===== src/rtl/sfr_pkg.sv =====
// Package for the stream find-and-replace block: sizes, register indexes,
// shared structs and the length clamp function. No dependencies.
package sfr_pkg;

  localparam int BUF_DEPTH = 8;
  localparam int BUF_IDX_W = 3;
  localparam int CNT_W = 4;
  localparam int CFG_IDX_W = 8;
  localparam int CFG_DATA_W = 64;

  // Upper limits on the pattern and replacement lengths.
  localparam int PATTERN_MAX = 8;
  localparam int REPLACEMENT_MAX = 8;
  localparam logic [CNT_W-1:0] PAT_LIMIT =
    CNT_W'((PATTERN_MAX < BUF_DEPTH) ? PATTERN_MAX : BUF_DEPTH);
  localparam logic [CNT_W-1:0] REPL_LIMIT =
    CNT_W'((REPLACEMENT_MAX < BUF_DEPTH) ? REPLACEMENT_MAX : BUF_DEPTH);

  // Configuration register indexes.
  localparam logic [CFG_IDX_W-1:0] REG_PATTERN_BYTES = 8'd0;
  localparam logic [CFG_IDX_W-1:0] REG_PATTERN_LENGTH = 8'd1;
  localparam logic [CFG_IDX_W-1:0] REG_REPLACEMENT_BYTES = 8'd2;
  localparam logic [CFG_IDX_W-1:0] REG_REPLACEMENT_LENGTH = 8'd3;

  typedef logic [BUF_DEPTH-1:0][7:0] pend_t;

  typedef struct packed {
    logic [CFG_DATA_W-1:0] pattern_bytes;
    logic [CNT_W-1:0] pattern_length;
    logic [CFG_DATA_W-1:0] replacement_bytes;
    logic [CNT_W-1:0] replacement_length;
  } cfg_t;

  typedef struct packed {
    logic prefix;
    logic full;
  } cmp_t;

  typedef struct packed {
    logic produce;
    logic finish;
    logic [7:0] data;
  } stage_ctl_t;

  // A zero length acts as one; anything above the limit acts as the limit.
  function automatic logic [CNT_W-1:0] eff_len(input logic [CNT_W-1:0] v,
                                                input logic [CNT_W-1:0] lim);
    logic [CNT_W-1:0] r;
    r = (v == '0) ? CNT_W'(1) : v;
    return (r > lim) ? lim : r;
  endfunction

endpackage


===== src/rtl/sfr_ifs.sv =====
// Channel interfaces of the stream find-and-replace block: input stream,
// output stream and configuration write channel. Depends on sfr_pkg.
interface sfr_in_if;
  logic valid;
  logic ready;
  logic [7:0] in_byte;
  logic end_of_stream;
  modport source (output valid, output in_byte, output end_of_stream, input ready);
  modport sink (input valid, input in_byte, input end_of_stream, output ready);
endinterface

interface sfr_out_if;
  logic valid;
  logic ready;
  logic [7:0] out_byte;
  logic last_of_run;
  modport source (output valid, output out_byte, output last_of_run, input ready);
  modport sink (input valid, input out_byte, input last_of_run, output ready);
endinterface

interface sfr_cfg_if;
  logic valid;
  logic ready;
  logic [sfr_pkg::CFG_IDX_W-1:0] index;
  logic [sfr_pkg::CFG_DATA_W-1:0] data;
  modport source (output valid, output index, output data, input ready);
  modport sink (input valid, input index, input data, output ready);
endinterface


===== src/rtl/sfr_cfg_regs.sv =====
// Configuration register file of the stream find-and-replace block.
// Depends on sfr_pkg and sfr_cfg_if.
module sfr_cfg_regs (
  input  logic            clk,
  input  logic            rst,
  sfr_cfg_if.sink         cfg,
  output sfr_pkg::cfg_t   regs,
  output logic            pattern_write
);
  import sfr_pkg::*;

  logic wr;

  assign cfg.ready = 1'b1;
  assign wr = cfg.valid;
  assign pattern_write = wr && (cfg.index == REG_PATTERN_BYTES ||
                                cfg.index == REG_PATTERN_LENGTH);

  always_ff @(posedge clk) begin
    if (rst) begin
      regs.pattern_bytes <= '0;
      regs.pattern_length <= CNT_W'(1);
      regs.replacement_bytes <= '0;
      regs.replacement_length <= CNT_W'(1);
    end else if (wr) begin
      case (cfg.index)
        REG_PATTERN_BYTES: regs.pattern_bytes <= cfg.data;
        REG_PATTERN_LENGTH: regs.pattern_length <= cfg.data[CNT_W-1:0];
        REG_REPLACEMENT_BYTES: regs.replacement_bytes <= cfg.data;
        REG_REPLACEMENT_LENGTH: regs.replacement_length <= cfg.data[CNT_W-1:0];
        default: ;
      endcase
    end
  end

endmodule


===== src/rtl/sfr_prefix_cmp.sv =====
// Shared compare unit: checks whether the pending bytes are a prefix of the
// pattern and whether they form the whole pattern. Depends on sfr_pkg.
module sfr_prefix_cmp (
  input  sfr_pkg::pend_t              pend,
  input  logic [sfr_pkg::CNT_W-1:0]   count,
  input  logic [sfr_pkg::CFG_DATA_W-1:0] pattern,
  input  logic [sfr_pkg::CNT_W-1:0]   plen,
  output sfr_pkg::cmp_t               res
);
  import sfr_pkg::*;

  logic [BUF_DEPTH-1:0] hit;

  // Each byte position compares on its own; positions past the count pass.
  always_comb begin
    for (int i = 0; i < BUF_DEPTH; i++) begin
      hit[i] = (pend[i] == pattern[i*8 +: 8]) || (CNT_W'(i) >= count);
    end
  end

  assign res.prefix = (count <= plen) && (&hit);
  assign res.full = (count == plen) && res.prefix;

endmodule


===== src/rtl/sfr_out_stage.sv =====
// Result staging: one byte is held back until it is known whether more
// bytes follow for the same input, then moved to the output register.
// Depends on sfr_pkg and sfr_out_if.
module sfr_out_stage (
  input  logic                 clk,
  input  logic                 rst,
  input  sfr_pkg::stage_ctl_t  ctl,
  output logic                 ok,
  sfr_out_if.source            out_s
);
  import sfr_pkg::*;

  logic       stage_valid;
  logic [7:0] stage_byte;
  logic       out_valid;
  logic       out_free;
  logic       push;

  assign out_free = !out_valid || out_s.ready;
  assign ok = !stage_valid || out_free;
  assign push = (ctl.produce || ctl.finish) && stage_valid && out_free;
  assign out_s.valid = out_valid;

  always_ff @(posedge clk) begin
    if (rst) begin
      stage_valid <= 1'b0;
      out_valid <= 1'b0;
    end else begin
      if (push) begin
        out_valid <= 1'b1;
      end else if (out_s.ready) begin
        out_valid <= 1'b0;
      end
      if (ctl.produce && ok) begin
        stage_valid <= 1'b1;
      end else if (ctl.finish && ok) begin
        stage_valid <= 1'b0;
      end
    end
  end

  always_ff @(posedge clk) begin
    if (push) begin
      out_s.out_byte <= stage_byte;
      out_s.last_of_run <= ctl.finish;
    end
    if (ctl.produce && ok) begin
      stage_byte <= ctl.data;
    end
  end

endmodule


===== src/rtl/stream_find_and_replace.sv =====
// Top level of the stream find-and-replace block: sequencer and pending
// buffer. Depends on sfr_pkg, sfr_ifs, sfr_cfg_regs, sfr_prefix_cmp and
// sfr_out_stage.
//
// Usage: text enters one byte per transaction on in_s, rewritten text leaves
// one byte per transaction on out_s, and cfg writes the pattern, its length,
// the replacement and its length (indexes 0 to 3; other indexes are ignored).
// Every leftmost, non-overlapping occurrence of the pattern is replaced.
// The final output byte caused by an input carries last_of_run; an input that
// may still begin a match causes no output. end_of_stream flushes the bytes
// still held back. Writing the pattern or its length discards them.
// Configuration must be written only while the block is idle; the block
// itself does not enforce it. The block takes one input at a time,
// through accept, the prefix check and a finishing state; each pending byte
// it pushes out past the compare unit adds a shift and another check, and
// replacement and flushed bytes leave one per cycle while the receiver does
// not stall, as the single compare unit and the output stage allow. The first
// output byte of a replacement or flush goes from the check state through the
// staging byte to the output register; a dropped byte goes through the shift.
// Reset (rst, synchronous) empties the pending buffer and the output and
// restores the register defaults. When the receiver stalls, the sequencer
// holds as soon as both its staging byte and the output register are full.
module stream_find_and_replace (
  input  logic       clk,
  input  logic       rst,
  sfr_in_if.sink     in_s,
  sfr_out_if.source  out_s,
  sfr_cfg_if.sink    cfg
);
  import sfr_pkg::*;

  localparam logic [2:0] S_IDLE  = 3'd0;
  localparam logic [2:0] S_CHECK = 3'd1;
  localparam logic [2:0] S_SHIFT = 3'd2;
  localparam logic [2:0] S_REPL  = 3'd3;
  localparam logic [2:0] S_FLUSH = 3'd4;
  localparam logic [2:0] S_DONE  = 3'd5;

  logic [2:0]           state;
  pend_t                pend;
  logic [CNT_W-1:0]     count;
  logic                 eos;
  logic [BUF_IDX_W-1:0] idx;

  cfg_t                 regs;
  logic                 pattern_write;
  cmp_t                 cmp;
  stage_ctl_t           sctl;
  logic                 ok;
  logic [CNT_W-1:0]     plen;
  logic [CNT_W-1:0]     rlen;
  logic                 accept;
  logic [BUF_IDX_W-1:0] wpos;

  sfr_cfg_regs u_regs (
    .clk          (clk),
    .rst          (rst),
    .cfg          (cfg),
    .regs         (regs),
    .pattern_write(pattern_write)
  );

  assign plen = eff_len(regs.pattern_length, PAT_LIMIT);
  assign rlen = eff_len(regs.replacement_length, REPL_LIMIT);

  // The one compare unit, reused on every pass through the check state.
  sfr_prefix_cmp u_cmp (
    .pend   (pend),
    .count  (count),
    .pattern(regs.pattern_bytes),
    .plen   (plen),
    .res    (cmp)
  );

  sfr_out_stage u_stage (
    .clk  (clk),
    .rst  (rst),
    .ctl  (sctl),
    .ok   (ok),
    .out_s(out_s)
  );

  assign in_s.ready = (state == S_IDLE);
  assign accept = in_s.valid && in_s.ready;
  // A full buffer overwrites its last entry.
  assign wpos = (count >= CNT_W'(BUF_DEPTH)) ? BUF_IDX_W'(BUF_DEPTH - 1)
                                             : count[BUF_IDX_W-1:0];

  always_comb begin
    sctl.produce = 1'b0;
    sctl.finish = 1'b0;
    sctl.data = pend[0];
    case (state)
      S_SHIFT, S_FLUSH: begin
        sctl.produce = 1'b1;
      end
      S_REPL: begin
        sctl.produce = 1'b1;
        sctl.data = regs.replacement_bytes[idx*8 +: 8];
      end
      S_DONE: begin
        sctl.finish = 1'b1;
      end
      default: ;
    endcase
  end

  // Sequencer and control state.
  always_ff @(posedge clk) begin
    if (rst) begin
      state <= S_IDLE;
      count <= '0;
      eos <= 1'b0;
      idx <= '0;
    end else begin
      case (state)
        S_IDLE: begin
          if (accept) begin
            count <= CNT_W'(wpos) + CNT_W'(1);
            eos <= in_s.end_of_stream;
            state <= S_CHECK;
          end
        end
        S_CHECK: begin
          if (cmp.full) begin
            idx <= '0;
            state <= S_REPL;
          end else if (count == '0 || cmp.prefix) begin
            state <= (eos && count != '0) ? S_FLUSH : S_DONE;
          end else begin
            state <= S_SHIFT;
          end
        end
        S_SHIFT: begin
          if (ok) begin
            count <= count - CNT_W'(1);
            state <= S_CHECK;
          end
        end
        S_FLUSH: begin
          if (ok) begin
            count <= count - CNT_W'(1);
            if (count == CNT_W'(1)) begin
              state <= S_DONE;
            end
          end
        end
        S_REPL: begin
          if (ok) begin
            idx <= idx + BUF_IDX_W'(1);
            if ({1'b0, idx} == rlen - CNT_W'(1)) begin
              count <= '0;
              state <= S_DONE;
            end
          end
        end
        S_DONE: begin
          if (ok) begin
            state <= S_IDLE;
          end
        end
        default: state <= S_IDLE;
      endcase
      // A new pattern discards the bytes held back.
      if (pattern_write) begin
        count <= '0;
      end
    end
  end

  // Pending buffer: written at the fill position, shifted down on each drop.
  always_ff @(posedge clk) begin
    if (accept) begin
      pend[wpos] <= in_s.in_byte;
    end else if ((state == S_SHIFT || state == S_FLUSH) && ok) begin
      for (int i = 0; i < BUF_DEPTH - 1; i++) begin
        pend[i] <= pend[i+1];
      end
    end
  end

endmodule


===== src/flat_wrapper.sv =====
// flat-port wrapper written by rule: the top's interface ports become plain ports
module stream_find_and_replace_flat import sfr_pkg::*;
  (clk, rst, in_s_valid, in_s_in_byte, in_s_end_of_stream, in_s_ready, out_s_valid, out_s_out_byte, out_s_last_of_run, out_s_ready, cfg_valid, cfg_index, cfg_data, cfg_ready);
  sfr_in_if in_s_i ();
  sfr_out_if out_s_i ();
  sfr_cfg_if cfg_i ();
  input  logic clk;
  input  logic rst;
  input wire logic [$bits(in_s_i.valid)-1:0] in_s_valid;
  input wire logic [$bits(in_s_i.in_byte)-1:0] in_s_in_byte;
  input wire logic [$bits(in_s_i.end_of_stream)-1:0] in_s_end_of_stream;
  output wire logic [$bits(in_s_i.ready)-1:0] in_s_ready;
  output wire logic [$bits(out_s_i.valid)-1:0] out_s_valid;
  output wire logic [$bits(out_s_i.out_byte)-1:0] out_s_out_byte;
  output wire logic [$bits(out_s_i.last_of_run)-1:0] out_s_last_of_run;
  input wire logic [$bits(out_s_i.ready)-1:0] out_s_ready;
  input wire logic [$bits(cfg_i.valid)-1:0] cfg_valid;
  input wire logic [$bits(cfg_i.index)-1:0] cfg_index;
  input wire logic [$bits(cfg_i.data)-1:0] cfg_data;
  output wire logic [$bits(cfg_i.ready)-1:0] cfg_ready;
  assign in_s_i.valid = in_s_valid;
  assign in_s_i.in_byte = in_s_in_byte;
  assign in_s_i.end_of_stream = in_s_end_of_stream;
  assign in_s_ready = in_s_i.ready;
  assign out_s_valid = out_s_i.valid;
  assign out_s_out_byte = out_s_i.out_byte;
  assign out_s_last_of_run = out_s_i.last_of_run;
  assign out_s_i.ready = out_s_ready;
  assign cfg_i.valid = cfg_valid;
  assign cfg_i.index = cfg_index;
  assign cfg_i.data = cfg_data;
  assign cfg_ready = cfg_i.ready;
  stream_find_and_replace u_core (.clk(clk), .rst(rst), .in_s(in_s_i), .out_s(out_s_i), .cfg(cfg_i));
endmodule

===== config.mk =====
export PLATFORM = sky130hd
export DESIGN_NAME = stream_find_and_replace_flat
export DESIGN_NICKNAME = d
export VERILOG_FILES = /design/src/rtl/sfr_pkg.sv /design/src/rtl/sfr_ifs.sv /design/src/rtl/sfr_cfg_regs.sv /design/src/rtl/sfr_prefix_cmp.sv /design/src/rtl/sfr_out_stage.sv /design/src/rtl/stream_find_and_replace.sv /design/src/flat_wrapper.sv
export SDC_FILE = /design/constraint.sdc
export NUM_CORES = 1
export LEC_CHECK = 0
export BUFFER_PORTS_ARGS = -buffer_cell sky130_fd_sc_hd__buf_2
export CAP_MARGIN = 20
export CORE_ASPECT_RATIO = 1.75
export CORE_UTILIZATION = 58
export CTS_BUF_LIST = sky130_fd_sc_hd__clkbuf_4 sky130_fd_sc_hd__clkbuf_8 sky130_fd_sc_hd__clkbuf_16
export DETAILED_ROUTE_END_ITERATION = 6
export GPL_TIMING_DRIVEN = 0
export PLACE_DENSITY_LB_ADDON = 0.15
export SLEW_MARGIN = 10
export SYNTH_ARGS = -nofsm -noshare
export SYNTH_HDL_FRONTEND = slang
export SYNTH_HIERARCHICAL = 1
export SYNTH_SLANG_ARGS = --single-unit
export TNS_END_PERCENT = 30

===== constraint.sdc =====
create_clock -name clk -period 4.4 [get_ports clk]
set_input_delay 0.66 -clock clk [delete_from_list [all_inputs] [get_ports clk]]
set_output_delay 0.66 -clock clk [all_outputs]
set_load 0.01 [all_outputs]

== Yosys cells after proc, flatten, opt, wreduce, memory -nomap -nowiden ==
Index checks and enable logic that the tools add are counted.
Storage, ports and cells
  register bits: 230
  input bits: 86
  output and inout port bits: 12
  logic and storage cells: 154
Cells by class
  add/sub/neg operators: 4
  magnitude comparators: 14
  eq/ne operators: 28
  shift-type cells: 1
  mux-type cells: 36
  reduce and logical (&&, ||, !) cells: 50
Operator list (count)
  2-to-1 mux 56 bit: 2
  bitwise mux 64 bit: 1
  == test 8 bit: 8
  indexed part select 64 x 7 -> 8 bit: 1
  2-to-1 mux 3 bit: 12
  2-to-1 mux 4 bit: 8
  demux 8 bit (select 3 bit): 1
  case mux 3 bit (6 select lines): 1
  == test 8 x 2 -> 1 bit, second input constant: 2
  >= comparator 3 x 4 -> 1 bit, first input constant: 4
  2-to-1 mux 8 bit: 2
  inequality test 2 x 1 -> 1 bit, second input constant: 8
  logical OR 1 bit: 14
  zero test 4 bit: 3
  case mux 4 bit (3 select lines): 1
  logical AND 1 bit: 11
  AND reduction 2 bit: 5
  == test 8 x 1 -> 1 bit, second input constant: 1
  >= comparator 1 x 4 -> 1 bit, first input constant: 2
  >= comparator 2 x 4 -> 1 bit, first input constant: 2
  greater-than comparator 4 bit, second input constant: 2
  zero test 8 bit: 1
  AND reduction 8 bit: 1
  nonzero test 2 bit: 4
  25 further kinds: 36

== Longest topological paths before layout ==
  word-level depth: 10
  depth in mapped cells: 13
  mapped depth without buffers: 13

== Modules after synthesis ==
Netlist, hierarchy kept.
Modules (own cells, without submodules)
  sfr_cfg_regs: times used 1, cells an instance 523, area an instance 5708.0 um^2, seq. area each 2722.6 um^2
  stream_find_and_replace: times used 1, cells an instance 345, area an instance 4192.8 um^2, seq. area each 2142.1 um^2
  sfr_prefix_cmp: times used 1, cells an instance 111, area an instance 895.9 um^2, seq. area each 0.0 um^2
  sfr_out_stage: times used 1, cells an instance 29, area an instance 616.8 um^2, seq. area each 550.5 um^2

== Worst setup path before layout ==
Ideal clock, no wire load.
  path kind: input-to-reg
  from: input in_s_valid
  to: register u_core/pend[10] (netlist name), enable pin
  library setup time: 0.384 ns
  arrival time: 2.158 ns
  data required time: 4.016 ns
  path slack: 1.858 ns
  stages on the path: 5
  path buffers: 1
  cells stage by stage: or4b_1 buf_4 nor3_4 nand2_2 o21ai_0
Between the ends
  cells in the longest elaborated chain, start to end: 2
RTL lines
  start, declared: line flat_wrapper.sv:9  | input wire logic [$bits(in_s_i.valid)-1:0] in_s_valid;
  logical AND 1 bit: line stream_find_and_replace.sv:84  | assign accept = in_s.valid && in_s.ready;
  nonzero test 2 bit (no source line)
  end signal, assigned by index: line stream_find_and_replace.sv:174  | pend[wpos] <= in_s.in_byte;
  end signal, assigned by index: line stream_find_and_replace.sv:177  | pend[i] <= pend[i+1];
  end, declared: line stream_find_and_replace.sv:40  | pend_t pend;
Every way passes these cells.
A chain may end at the register's enable or synchronous reset.

== Worst setup path after layout ==
  from: register u_core.state[1]
  to: register u_core/pend[10] (netlist name), enable pin
Between the ends
  cells in the longest elaborated chain, start to end: 4
  elaborated cells between the ends (all ways): 7
  classes of those cells: eq/ne (2); reduce/logical (5)
RTL lines
  start, declared: line stream_find_and_replace.sv:39  | logic [2:0] state;
  start signal, assigned: line stream_find_and_replace.sv:129  | state <= (eos && count != '0) ? S_FLUSH : S_DONE;
  == test 3 x 2 -> 1 bit or == test 3 bit (tied branches): line stream_find_and_replace.sv:175  | end else if ((state == S_SHIFT || state == S_FLUSH) && ok) begin
  logical OR 1 bit: line stream_find_and_replace.sv:175
  logical AND 1 bit: line stream_find_and_replace.sv:175
  nonzero test 2 bit (no source line) (*)
Every way passes the cells marked *; elsewhere a longest branch is shown, timed or not.

==> impl_metrics.json <==
{
  "startpoint_type": "register",
  "n_fill_cell": 1472,
  "p_sw_w": 0.00211,
  "diodes": 0,
  "reg2reg_depth": 6,
  "antenna_found_initial": 0,
  "ir_worst_vdd_v": 0.000341,
  "synth_common_cells": "nand2b_1, mux2i_1, dfxtp_1",
  "holdWs_ns": 0.418,
  "fin_crit_ns": 2.87,
  "cts_buffers": 21,
  "post_cts_buffers": 0,
  "grt_pass1_wl_mm": 46.8,
  "worstHoldStart": "u_core/u_stage/stage_byte[2]",
  "grt_max_degree": 16,
  "setup_tns_ns": 0,
  "synth_area_leaders": "dfxtp_1, edfxtp_1, mux2i_1, nand2b_1, xnor2_1",
  "clockPowerShare": 0.283,
  "clock_latency_ns": 0.49,
  "die-area_sq_um": 20300,
  "stdcell_count": 1382,
  "coreArea_sq_um": 19200,
  "crit_chain": "buf_2 > or4b_1 > buf_4 > nor3_4 > nand2_2 > o21ai_0",
  "p_sw_frac": 0.311,
  "maxCapViolCount": 0,
  "crit_type": "register to register",
  "p_comb_frac": 0.266,
  "via_count": 8071,
  "initial_core_util": 0.595,
  "crit_path_end": "u_core/pend[10]",
  "die_y_um": 188,
  "cts.sinks": 230,
  "hpwlAfterDp_mm": 24.0,
  "finalHoldViolCount": 0,
  "async_reset_ff_frac": 0,
  "synth_edf_count": 81,
  "max_stage_delay_ns": 0.87,
  "min_path_type": "register to register",
  "io-pin-count": 98,
  "gp_congestion": 0.906,
  "dr.pass1.iters": 5,
  "crit_slowest_cell": "o21ai_0",
  "setup_violations": 0,
  "cts_hold_buf": 0,
  "final_max_slew_viol_count": 0,
  "sequentialPowerShare": 0.451,
  "netlist_area_sq_um": 11400,
  "yosysSeqAreaShare": 0.474,
  "viasPerCell": 5.84,
  "ys_ff_latch": 230,
  "clock-root-buffer": "clkbuf_16",
  "p_leak_nw": 5.01,
  "rr_startpoint": "u_core/state[1]",
  "first_iter_violations": 507,
  "synth_top_area_cell": "dfxtp_1",
  "avgSynthCellArea_sq_um": 11.3,
  "syn_nets": 1104,
  "netlist.area_leader.share": 0.261,
  "pre_cts_ws_ns": 1.37,
  "clock_skew_ns": 0.00822,
  "crit_path_end_kind": "register",
  "grt_usage": 0.315,
  "powerDensity_nw_per_um2": 524,
  "syn_to_final_growth_pct": 13.2,
  "multi_input_area_sq_um": 5490,
  "maxSlewHeadroom": 0.269,
  "fin_ws_ns": 1.53,
  "finalPower_w": 0.00677,
  "grt_overflow": 0,
  "arrival_ns": 2.98,
  "register_area_sq_um": 5420,
  "synth_ff_type": "dfxtp_1",
  "max_freq_mhz": 349,
  "tritoncts": "yes",
  "rr_endpoint": "u_core/pend[10]",
  "wl_mm": 31.0,
  "layout-drive-gt1-share": 0.174,
  "die_w_um": 108,
  "dp_cells": 1345,
  "worst_pin_slew_ns": 1.09,
  "crit_required_ns": 4.51,
  "grt_pass1_vias": 8318,
  "netlist_instances": 1008,
  "drcViolationCount": 0,
  "rsz0062_at_grt": "false",
  "min_period_over_period": 0.652,
  "synth.lib_cells_used.distinct": 62,
  "rows": 67,
  "rrSetupSlack_ns": 1.53,
  "clock_path_buffers": 3,
  "port_buffers": 96,
  "wire_per_inst_um": 22.4,
  "yosys_warnings": 6,
  "path_max_fanout": 10,
  "nNetsFinal": 1224,
  "cts_resized": 0,
  "ctsHtreeMaxLevel": 1,
  "cp-startpoint": "u_core/state[1]",
  "antenna_left": 0,
  "status": "finished, final reports clean",
  "p_int_w": 0.00466,
  "yosysMostFrequentCell": "nand2b_1",
  "clk_pin_slew_ns": 0.06
}
stage by stage:
| step | instance area (sq um) | utilization |
|---|---|---|
| 6_report | 12900 | 0.673 |
| 5_1_grt | 12900 | 0.673 |
| 4_1_cts | 12900 | 0.673 |
| 3_5_place_dp | 12200 | 0.635 |
| 3_3_place_gp | 12200 | 0.635 |
| 2_1_floorplan | 11400 | - |
final cells by class:
class / instances / area share
clock inverter: 6 / 0.00814
tap: 241 / 0.0233
multi-input combinational: 692 / 0.425
inverter: 18 / 0.00523
clock buffer: 30 / 0.0474
timing repair buffer: 97 / 0.0376
sequential: 230 / 0.419
buffer: 68 / 0.0343
worst min-delay path by stage:
stage / endpoint / cells past startpoint
4_1_cts: u_core/eos / 3
2_1_floorplan: u_core/u_stage/out_s.out_byte[0] / 0
3_5_place_dp: u_core/u_stage/out_s.out_byte[2] / 0
5_1_grt: u_core/u_stage/out_s.out_byte[4] / 0
3_3_place_gp: u_core/u_stage/out_s.out_byte[7] / 0
6_report: u_core/u_stage/out_s.out_byte[2] / 0
kinds of logic after synthesis:
logic type | after synthesis | synth area share
and+or+nand+nor | 329 | 0.174
DFF | 230 | 0.474
muxes | 167 | 0.164
AOI/OAI and AO/OA | 116 | 0.0788
buffers and inverters | 86 | 0.0447
xor gates and xnor gates | 69 | 0.0529
adders and majority gates | 10 | 0.0110
other | 1 | 0.000329
power groups by stage:
stage | sequential, W | clock, W | combinational, W
2_1_floorplan | 0.00293 | 0 | 0.00137
5_1_grt | 0.00307 | 0.00203 | 0.00195
3_5_place_dp | 0.00309 | 0 | 0.00176
6_report | 0.00305 | 0.00192 | 0.00180
3_3_place_gp | 0.00308 | 0 | 0.00172
4_1_cts | 0.00304 | 0.00194 | 0.00178
layout by cell type, fill, tap and decap left out, drive strengths merged, types with 4 or more instances in the layout:
master  netlist  routed
a21oi        11      11
a22o         56      56
a31oi         4       4
buf          33     129
clkbuf       35      66
dfxtp       149     149
edfxtp       81      81
ha           10      10
inv          18      18
mux2i       150     150
mux4         16      16
nand2        31      31
nand2b      204     204
nand4        17      17
nor2         32      32
nor2b         7       7
nor3         11      11
nor3b         4       4
o21a          5       5
o21ai        20      20
or3           4       4
xnor2        66      66
state kept, by name, indices dropped and copies added (netlist names):
register / count
u_core/u_regs/regs: 136
u_core/pend: 64
u_core/u_stage/out_s.out_byte: 8
u_core/u_stage/stage_byte: 8
u_core/count: 4
u_core/idx: 3
u_core/state: 3
u_core/eos: 1
u_core/u_stage/out_s.last_of_run: 1
u_core/u_stage/out_s.valid: 1
u_core/u_stage/stage_valid: 1
layer usage:
layer | routed length (um) | up-vias | global-route usage
li1 | - | 3786 | -
met1 | 10900 | 3911 | 0.330
met2 | 16800 | 292 | 0.596
met3 | 1370 | 82 | 0.0257
met4 | 1960 | 0 | 0.179
met5 | 0 | - | 0
critical path: cells and delay by family, from the launching register on:
kind | cells | cell delay (ns)
and+or+nand+nor | 3 | 0.86
DFF | 1 | 0.35
buffers and inverters | 2 | 0.40
AOI/OAI and AO/OA | 1 | 0.87
No activity file was read; power rests on OpenSTA's default activity.
